`src/hw/rtl/wsg_pkg.sv`:
```
// Shared types and constants of the eight-channel wavetable sound generator.
// Used by the top level and the checker. No dependencies.
package wsg_pkg;

	// Host operation codes carried on the operation field.
	typedef enum logic [1:0] {
		OP_TICK  = 2'd0,
		OP_WRITE = 2'd1,
		OP_ADDR  = 2'd2,
		OP_READ  = 2'd3
	} op_t;

	localparam int RAM_DEPTH = 128;
	localparam int RAM_AW    = $clog2(RAM_DEPTH);

	// Number of ticks between two channel updates.
	localparam int TICK_PERIOD = 15;
	localparam int TICK_W      = $clog2(TICK_PERIOD + 1);

	// Sound RAM byte that holds the channel count in bits 6..4.
	localparam logic [RAM_AW-1:0] CFG_ADDR = 7'h7F;

	// Audio range limits of the mixed sum.
	localparam int AUDIO_MIN = -960;
	localparam int AUDIO_MAX = 840;

endpackage

```
`src/hw/rtl/wsg_ram.sv`:
```
// Generic single-port RAM with a registered read port.
// No dependencies.
module wsg_ram #(
	parameter int WIDTH = 8,
	parameter int DEPTH = 128
) (
	input  logic                     clk,
	input  logic                     we,
	input  logic                     re,
	input  logic [$clog2(DEPTH)-1:0] addr,
	input  logic [WIDTH-1:0]         wdata,
	output logic [WIDTH-1:0]         rdata
);

	logic [WIDTH-1:0] mem_q [DEPTH];

	always_ff @(posedge clk) begin
		if (we) begin
			mem_q[addr] <= wdata;
		end
		if (re) begin
			rdata <= mem_q[addr];
		end
	end

endmodule

```
`src/hw/rtl/wavetable_sound_generator_8ch_unit.sv`:
```
// Top level of the eight-channel 4-bit wavetable sound generator.
// Depends on wsg_pkg and wsg_ram.
//
// The host drives one beat per operation (tick, data port write, address port
// write, data port read) and receives exactly one result beat for each. The
// block handles one operation at a time: in_stall is high from the beat's
// acceptance until its result is staged in the output register, and the next
// beat may be accepted while that result still waits to be taken. Port
// operations and ticks that do not update a channel pass from the accept
// cycle straight to staging the result. Every fifteenth tick updates one
// channel: the accept cycle, a read of the channel's eight bytes and the count
// byte through the single RAM port, an add of the frequency to the phase,
// seven passes of the shared compare-subtract unit that reduces the phase by
// the wave length, three write-backs, a read of the wave nibble, one add per
// enabled channel for the mix, and the staging of the result. After reset the
// block runs a pass that clears all 128 bytes of the sound RAM, during which
// in_stall stays high.
module wavetable_sound_generator_8ch_unit (
	input  logic        clk,
	input  logic        arst_n,
	input  logic        in_valid,
	output logic        in_stall,
	input  logic [1:0]  operation,
	input  logic [7:0]  data,
	output logic        out_valid,
	input  logic        out_stall,
	output logic [7:0]  read_data,
	output logic signed [10:0] audio_out
);

	// Sequencer states, one-hot.
	typedef enum logic [11:0] {
		ST_CLEAR    = 12'h001,
		ST_IDLE     = 12'h002,
		ST_FETCH    = 12'h004,
		ST_ADD      = 12'h008,
		ST_MOD      = 12'h010,
		ST_WB       = 12'h020,
		ST_NIB_RD   = 12'h040,
		ST_NIB_WAIT = 12'h080,
		ST_SUM      = 12'h100,
		ST_DONE     = 12'h200,
		ST_SPARE0   = 12'h400,
		ST_SPARE1   = 12'h800
	} state_t;

	state_t state_q;

	logic [wsg_pkg::RAM_AW-1:0] clr_idx_q;
	logic [wsg_pkg::RAM_AW-1:0] port_addr_q;
	logic                       auto_inc_q;
	logic [wsg_pkg::TICK_W-1:0] tick_cnt_q;
	logic [2:0]                 serve_ch_q;
	logic [2:0]                 lowest_q;
	logic [1:0]                 op_q;

	// Channel bytes as read from the RAM, in byte order 0..7.
	logic [7:0]  chan_q [8];
	logic [3:0]  fetch_idx_q;
	logic [8:0]  rem_q;       // phase bits 24..16 during the reduction
	logic [15:0] low16_q;     // phase bits 15..0
	logic [8:0]  mod_q;       // wave length in units of 65536
	logic [2:0]  k_q;         // shift of the current reduction pass
	logic [1:0]  wb_idx_q;
	logic        nib_hi_q;

	logic signed [7:0]  level_q [8];
	logic signed [10:0] acc_q;
	logic signed [10:0] mixed_q;
	logic [2:0]         sum_idx_q;

	logic out_valid_q;
	logic [7:0] read_data_q;
	logic signed [10:0] audio_out_q;

	// RAM port.
	logic                       ram_we;
	logic                       ram_re;
	logic [wsg_pkg::RAM_AW-1:0] ram_addr;
	logic [7:0]                 ram_wdata;
	logic [7:0]                 ram_rdata;

	wsg_ram #(
		.WIDTH(8),
		.DEPTH(wsg_pkg::RAM_DEPTH)
	) u_ram (
		.clk  (clk),
		.we   (ram_we),
		.re   (ram_re),
		.addr (ram_addr),
		.wdata(ram_wdata),
		.rdata(ram_rdata)
	);

	logic in_accept;
	logic out_free;
	logic op_port;

	assign in_accept = in_valid && !in_stall;
	assign in_stall  = (state_q != ST_IDLE);
	assign out_free  = !out_valid_q || !out_stall;
	assign op_port   = (operation == wsg_pkg::OP_WRITE) || (operation == wsg_pkg::OP_READ);

	// Shared compare-subtract unit of the phase reduction.
	logic [14:0] mod_shift;
	logic [14:0] rem_ext;
	logic [14:0] rem_diff;
	logic        rem_ge;

	assign mod_shift = {6'b0, mod_q} << k_q;
	assign rem_ext   = {6'b0, rem_q};
	assign rem_diff  = rem_ext - mod_shift;
	assign rem_ge    = (rem_ext >= mod_shift);

	// Phase plus frequency, both assembled from the fetched bytes.
	logic [24:0] phase_sum;
	assign phase_sum = {1'b0, chan_q[5], chan_q[3], chan_q[1]}
		+ {7'b0, chan_q[4][1:0], chan_q[2], chan_q[0]};

	// Wave nibble address: whole phase plus wave start, modulo 256.
	logic [7:0] nib_addr;
	assign nib_addr = rem_q[7:0] + chan_q[6];

	// Channel level: centered nibble times volume.
	logic [3:0]         nibble;
	logic signed [4:0]  nib_ctr;
	logic signed [9:0]  level_prod;

	assign nibble     = nib_hi_q ? ram_rdata[7:4] : ram_rdata[3:0];
	assign nib_ctr    = $signed({1'b0, nibble}) - 5'sd8;
	assign level_prod = $signed({{5{nib_ctr[4]}}, nib_ctr}) * $signed({6'b0, chan_q[7][3:0]});

	logic signed [10:0] level_ext;
	assign level_ext = {{3{level_q[sum_idx_q][7]}}, level_q[sum_idx_q]};

	// RAM port control.
	always_comb begin
		ram_we    = 1'b0;
		ram_re    = 1'b0;
		ram_addr  = port_addr_q;
		ram_wdata = data;
		case (state_q)
			ST_CLEAR: begin
				ram_we    = 1'b1;
				ram_addr  = clr_idx_q;
				ram_wdata = 8'h00;
			end
			ST_IDLE: begin
				ram_we = in_accept && (operation == wsg_pkg::OP_WRITE);
				ram_re = in_accept && (operation == wsg_pkg::OP_READ);
			end
			ST_FETCH: begin
				ram_re = (fetch_idx_q <= 4'd8);
				if (fetch_idx_q == 4'd0) begin
					ram_addr = wsg_pkg::CFG_ADDR;
				end else begin
					ram_addr = {1'b1, serve_ch_q, 3'(fetch_idx_q - 4'd1)};
				end
			end
			ST_WB: begin
				ram_we = 1'b1;
				case (wb_idx_q)
					2'd0: begin
						ram_addr  = {1'b1, serve_ch_q, 3'd5};
						ram_wdata = rem_q[7:0];
					end
					2'd1: begin
						ram_addr  = {1'b1, serve_ch_q, 3'd3};
						ram_wdata = low16_q[15:8];
					end
					default: begin
						ram_addr  = {1'b1, serve_ch_q, 3'd1};
						ram_wdata = low16_q[7:0];
					end
				endcase
			end
			ST_NIB_RD: begin
				ram_re   = 1'b1;
				ram_addr = nib_addr[7:1];
			end
			default: begin
			end
		endcase
	end

	// Sequencer.
	always_ff @(posedge clk or negedge arst_n) begin
		if (!arst_n) begin
			state_q     <= ST_CLEAR;
			clr_idx_q   <= '0;
			port_addr_q <= '0;
			auto_inc_q  <= 1'b0;
			tick_cnt_q  <= wsg_pkg::TICK_W'(wsg_pkg::TICK_PERIOD);
			serve_ch_q  <= 3'd7;
			mixed_q     <= '0;
			fetch_idx_q <= '0;
			wb_idx_q    <= '0;
			k_q         <= '0;
			sum_idx_q   <= '0;
			out_valid_q <= 1'b0;
			for (int i = 0; i < 8; i++) begin
				level_q[i] <= '0;
			end
		end else begin
			// A taken result clears the output register unless a new one is
			// staged in the same cycle.
			if (out_valid_q && !out_stall && (state_q != ST_DONE)) begin
				out_valid_q <= 1'b0;
			end
			case (state_q)
				ST_CLEAR: begin
					clr_idx_q <= clr_idx_q + 1'b1;
					if (clr_idx_q == wsg_pkg::RAM_AW'(wsg_pkg::RAM_DEPTH - 1)) begin
						state_q <= ST_IDLE;
					end
				end
				ST_IDLE: begin
					if (in_accept) begin
						op_q    <= operation;
						state_q <= ST_DONE;
						if (op_port && auto_inc_q) begin
							port_addr_q <= port_addr_q + 1'b1;
						end
						if (operation == wsg_pkg::OP_ADDR) begin
							port_addr_q <= data[6:0];
							auto_inc_q  <= data[7];
						end
						if (operation == wsg_pkg::OP_TICK) begin
							if (tick_cnt_q <= wsg_pkg::TICK_W'(1)) begin
								tick_cnt_q  <= wsg_pkg::TICK_W'(wsg_pkg::TICK_PERIOD);
								fetch_idx_q <= '0;
								state_q     <= ST_FETCH;
							end else begin
								tick_cnt_q <= tick_cnt_q - 1'b1;
							end
						end
					end
				end
				ST_FETCH: begin
					fetch_idx_q <= fetch_idx_q + 1'b1;
					if (fetch_idx_q == 4'd1) begin
						lowest_q <= ~ram_rdata[6:4];
					end
					if (fetch_idx_q >= 4'd2) begin
						chan_q[3'(fetch_idx_q - 4'd2)] <= ram_rdata;
					end
					if (fetch_idx_q == 4'd9) begin
						state_q <= ST_ADD;
					end
				end
				ST_ADD: begin
					rem_q   <= phase_sum[24:16];
					low16_q <= phase_sum[15:0];
					mod_q   <= 9'd256 - {1'b0, chan_q[4][7:2], 2'b00};
					k_q     <= 3'd6;
					state_q <= ST_MOD;
				end
				ST_MOD: begin
					if (rem_ge) begin
						rem_q <= rem_diff[8:0];
					end
					k_q <= k_q - 1'b1;
					if (k_q == 3'd0) begin
						wb_idx_q <= '0;
						state_q  <= ST_WB;
					end
				end
				ST_WB: begin
					wb_idx_q <= wb_idx_q + 1'b1;
					if (wb_idx_q == 2'd2) begin
						state_q <= ST_NIB_RD;
					end
				end
				ST_NIB_RD: begin
					nib_hi_q <= nib_addr[0];
					state_q  <= ST_NIB_WAIT;
				end
				ST_NIB_WAIT: begin
					level_q[serve_ch_q] <= level_prod[7:0];
					acc_q               <= '0;
					sum_idx_q           <= lowest_q;
					serve_ch_q          <= (serve_ch_q <= lowest_q) ? 3'd7 : serve_ch_q - 1'b1;
					state_q             <= ST_SUM;
				end
				ST_SUM: begin
					acc_q     <= acc_q + level_ext;
					sum_idx_q <= sum_idx_q + 1'b1;
					if (sum_idx_q == 3'd7) begin
						mixed_q <= acc_q + level_ext;
						state_q <= ST_DONE;
					end
				end
				ST_DONE: begin
					if (out_free) begin
						out_valid_q <= 1'b1;
						read_data_q <= (op_q == wsg_pkg::OP_READ) ? ram_rdata : 8'h00;
						audio_out_q <= mixed_q;
						state_q     <= ST_IDLE;
					end
				end
				default: begin
					state_q <= ST_IDLE;
				end
			endcase
		end
	end

	assign out_valid = out_valid_q;
	assign read_data = read_data_q;
	assign audio_out = audio_out_q;

endmodule

```
`config.mk`:
```
export PLATFORM = sky130hd
export DESIGN_NAME = wavetable_sound_generator_8ch_unit
export DESIGN_NICKNAME = d
export VERILOG_FILES = /design/src/hw/rtl/wsg_pkg.sv /design/src/hw/rtl/wsg_ram.sv /design/src/hw/rtl/wavetable_sound_generator_8ch_unit.sv
export SDC_FILE = /design/constraint.sdc
export NUM_CORES = 1
export LEC_CHECK = 0
export CORE_UTILIZATION = 55
export CTS_BUF_LIST = sky130_fd_sc_hd__clkbuf_8
export DETAILED_ROUTE_END_ITERATION = 12
export DONT_BUFFER_PORTS = 1
export MAX_ROUTING_LAYER = met4
export PLACE_DENSITY_LB_ADDON = 0.08
export SETUP_SLACK_MARGIN = 0.3
export SLEW_MARGIN = 30
export SYNTH_ARGS = -nofsm -noshare
export SYNTH_HDL_FRONTEND = slang
export SYNTH_SLANG_ARGS = --single-unit
```
`constraint.sdc`:
```
create_clock -name clk -period 17.1 [get_ports clk]
set_clock_uncertainty 0.05 [all_clocks]
set_input_delay 3.42 -clock clk [delete_from_list [all_inputs] [get_ports clk]]
set_output_delay 3.42 -clock clk [all_outputs]
set_load 0.005 [all_outputs]
```
==> metrics.yaml <==
critical_path:
  cp-start-kind: "flop"
  crit_path_end: "in_stall"
  rrSetupSlack_ns: 11.41
  cp-end-kind: "output port"
  r2r_start: "state_q[2]$_DFFE_PN0P_"
  worstSetupPathType: "reg2out"
  cp-startpoint: "state_q[2]$_DFFE_PN0P_"
  worstPathArrival_ns: 2.49
  reg2regPathDepth: 12
  r2r-end: "u_ram.rdata[7]$_DFFE_PP_"
  path_max_fanout: 4
  crit_required_ns: 13.63
cells_and_area:
  stdcell_area_mm2: 0.0586
  finish.utilization: 0.615
  multiInputGateArea_mm2: 0.0145
  fill_cells: 6803
  seq_area_mm2: 0.0378
  syn_to_final_growth_pct: 10.6
  final_nets: 3239
  drive_gt1_frac: 0.189
yosys:
  synth.top_cells.by_area: "edfxtp_1 (66%), mux4_2 (8.2%), dfrtp_1 (5.3%), mux2i_1 (4.8%), a22oi_1 (2.1%)"
  syn-num-nets: 3120
  synth.largest_area_cell: "edfxtp_1"
  synth_top_area_frac: 0.658
  syn-cell-area_mm2: 0.0529
  synthArstFlopShare: 0.0938
  yosysMostFrequentCell: "edfxtp_1"
  synth_cell_types: 77
  synth-seq-area-share: 0.715
  yosysWarnings: 0
  syn_avg_cell_area_um2: 17.5
  netlist_top_cells_count: "edfxtp_1 (1160), mux2i_1 (252), nor2_1 (213), mux4_2 (192), a22oi_1 (146)"
  synth_flop_cell: "edfxtp_1"
  synthCells: 3020
  synth_seq_cells: 1280
  synth-edff-count: 1160
global_route:
  grt_pass1_wl_um: 184000
  grt.overflow.total: 0
  grt_pass1_vias: 28800
  grt_usage: 0.267
  antenna_found_initial: 3
  grt_max_degree: 135
clock_network:
  cts_tree: "built"
  ctsHtreeMaxLevel: 4
  hold_buffers: 0
  clock_sinks: 1280
  ctsResizeCount: 0
  path_clk_slew_ns: 0.07
  clk_latency_ns: 0.89
  cts.path.max_buffers: 3
  cts_root_buf: "clkbuf_8"
  cts_setup_buffers: 0
  cts_buffers: 200
timing:
  grt_setup_unrepaired: "no"
  tightest_slew_ns: 1.13
  worst_slack_ns: 11.14
  setup_viol: 0
  min_period_ns: 5.96
  hold_ws_ns: 0.400
  timing.fmax_mhz: 168
  finalMaxSlewViolations: 0
  tns_ns: 0
  relSlewSlack: 0.243
  fin_crit_sh: 0.348
  finalHoldViolCount: 0
place:
  port_buffers: 0
  dp_hpwl_um: 75000
  place.gp.congestion: 0.916
  pre_cts_slack_ns: 10.69
  place_area_mm2: 0.0546
drt:
  routed-via-count: 28200
  firstDrtPassIters: 5
  first_iter_violations: 2642
  wirelength_um: 125000
  drc: 0
  wl_per_cell_um: 27.2
  routed_via_density: 6.16
  drtAntennaViolNets: 0
die:
  initial_core_util: 0.556
  rows: 113
  die_w_um: 312
  ioPinCount: 35
  die_h_um: 312
  core_area_mm2: 0.0952
  die-area_mm2: 0.0975
power:
  peakVddDrop_v: 0.000109
  power.density_mw_per_mm2: 138
  p_leak_uw: 0.0206
hold_path:
  hold_path.class: "reg2reg"
  hold_start: "mixed_q[1]$_DFFE_PN0P_"
outcome:
  status: "complete, no violations"
flow_run:
  max_cap_violations: 0
kinds of logic (layout without fill, tap and decap cells):
family,Yosys count,after routing,synth area share
AO/OA/AOI/OAI,381,381,0.0483
buffers and inverters,191,477,0.0156
flip-flops,1280,1280,0.715
other,0,3,0
XOR/XNOR,59,59,0.0100
multiplexers,509,509,0.143
adder cells (fa/ha/maj),86,86,0.0219
AND/OR/NAND/NOR,514,514,0.0462
worst min path at each step:
stage,endpoint,depth (start not counted),slack (ns)
after CTS,audio_out[1]$_DFFE_PP_,0,0.41
final,audio_out[1]$_DFFE_PP_,0,0.40
after detailed placement,audio_out[8]$_DFFE_PP_,0,0.39
after global routing,audio_out[1]$_DFFE_PP_,0,0.42
after floorplan,audio_out[0]$_DFFE_PP_,0,0.37
after global placement,audio_out[4]$_DFFE_PP_,0,0.39
per-stage QoR:
stage / cells / power (uW)
final: 4574 / 8080
after global routing: 4573 / 8390
after CTS: 4570 / 8120
after global placement: 4199 / 5610
after detailed placement: 4201 / 5630
after floorplan: 3020 / 5010
state kept, by name, indices dropped and copies added, names as in the netlist, 9 cells and up:
signal,count
rem_q,9
state_q,10
mixed_q,11
audio_out,11
level_q,64
chan_q,60
low16_q,16
acc_q,11
u_ram.mem_q,1024
cell type report:
cell class | count | area share
tap | 1265 | 0.0270
timing repair buffer | 51 | 0.00810
sequential | 1280 | 0.646
inverter | 57 | 0.00365
clock buffer | 207 | 0.0486
multi-input combinational | 1549 | 0.248
antenna | 3 | 0.000128
clock inverter | 162 | 0.0178
worst max-delay path, stage by stage (launching register included):
cell     delay, ns
dfrtp_1       0.44
nor4_1        0.65
and4b_1       0.38
inv_1         0.14
cell usage in the layout, fill, tap and decap left out, drive strengths merged, types with 9 or more instances in the layout:
| master | n |
|---|---|
| edfxtp | 1160 |
| nand4 | 42 |
| xnor2 | 43 |
| nor2b | 21 |
| nor3 | 18 |
| bufinv | 10 |
| fa | 11 |
| buf | 51 |
| nor2 | 213 |
| nand3 | 29 |
| a22oi | 146 |
| and3 | 15 |
| nor4 | 13 |
| nand2 | 115 |
| inv | 113 |
| ha | 75 |
| mux2 | 65 |
| o21a | 10 |
| a21oi | 76 |
| a211oi | 11 |
| clkbuf | 207 |
| a22o | 9 |
| a21o | 15 |
| o22ai | 9 |
| mux2i | 252 |
| a31oi | 9 |
| o21ai | 57 |
| clkinv | 88 |
| or3 | 9 |
| mux4 | 192 |
| dfrtp | 112 |
| nand2b | 13 |
| xor2 | 15 |
layer usage:
layer  global-route usage  vias to the layer above  share of wire
met5                    -                        -              0
met1                0.355                    14500           0.41
li1                     -                    12300              -
met4               0.0766                        0          0.022
met2                0.427                     1153           0.50
met3               0.0445                      165          0.069
where the power goes:
group	total, uW	switching, uW	internal, uW
Sequential	3540	67.7	3470
Combinational	2040	1240	805
Clock	2500	1210	1290
Total	8080	2520	5560
Power figures use the tool's default switching activity.
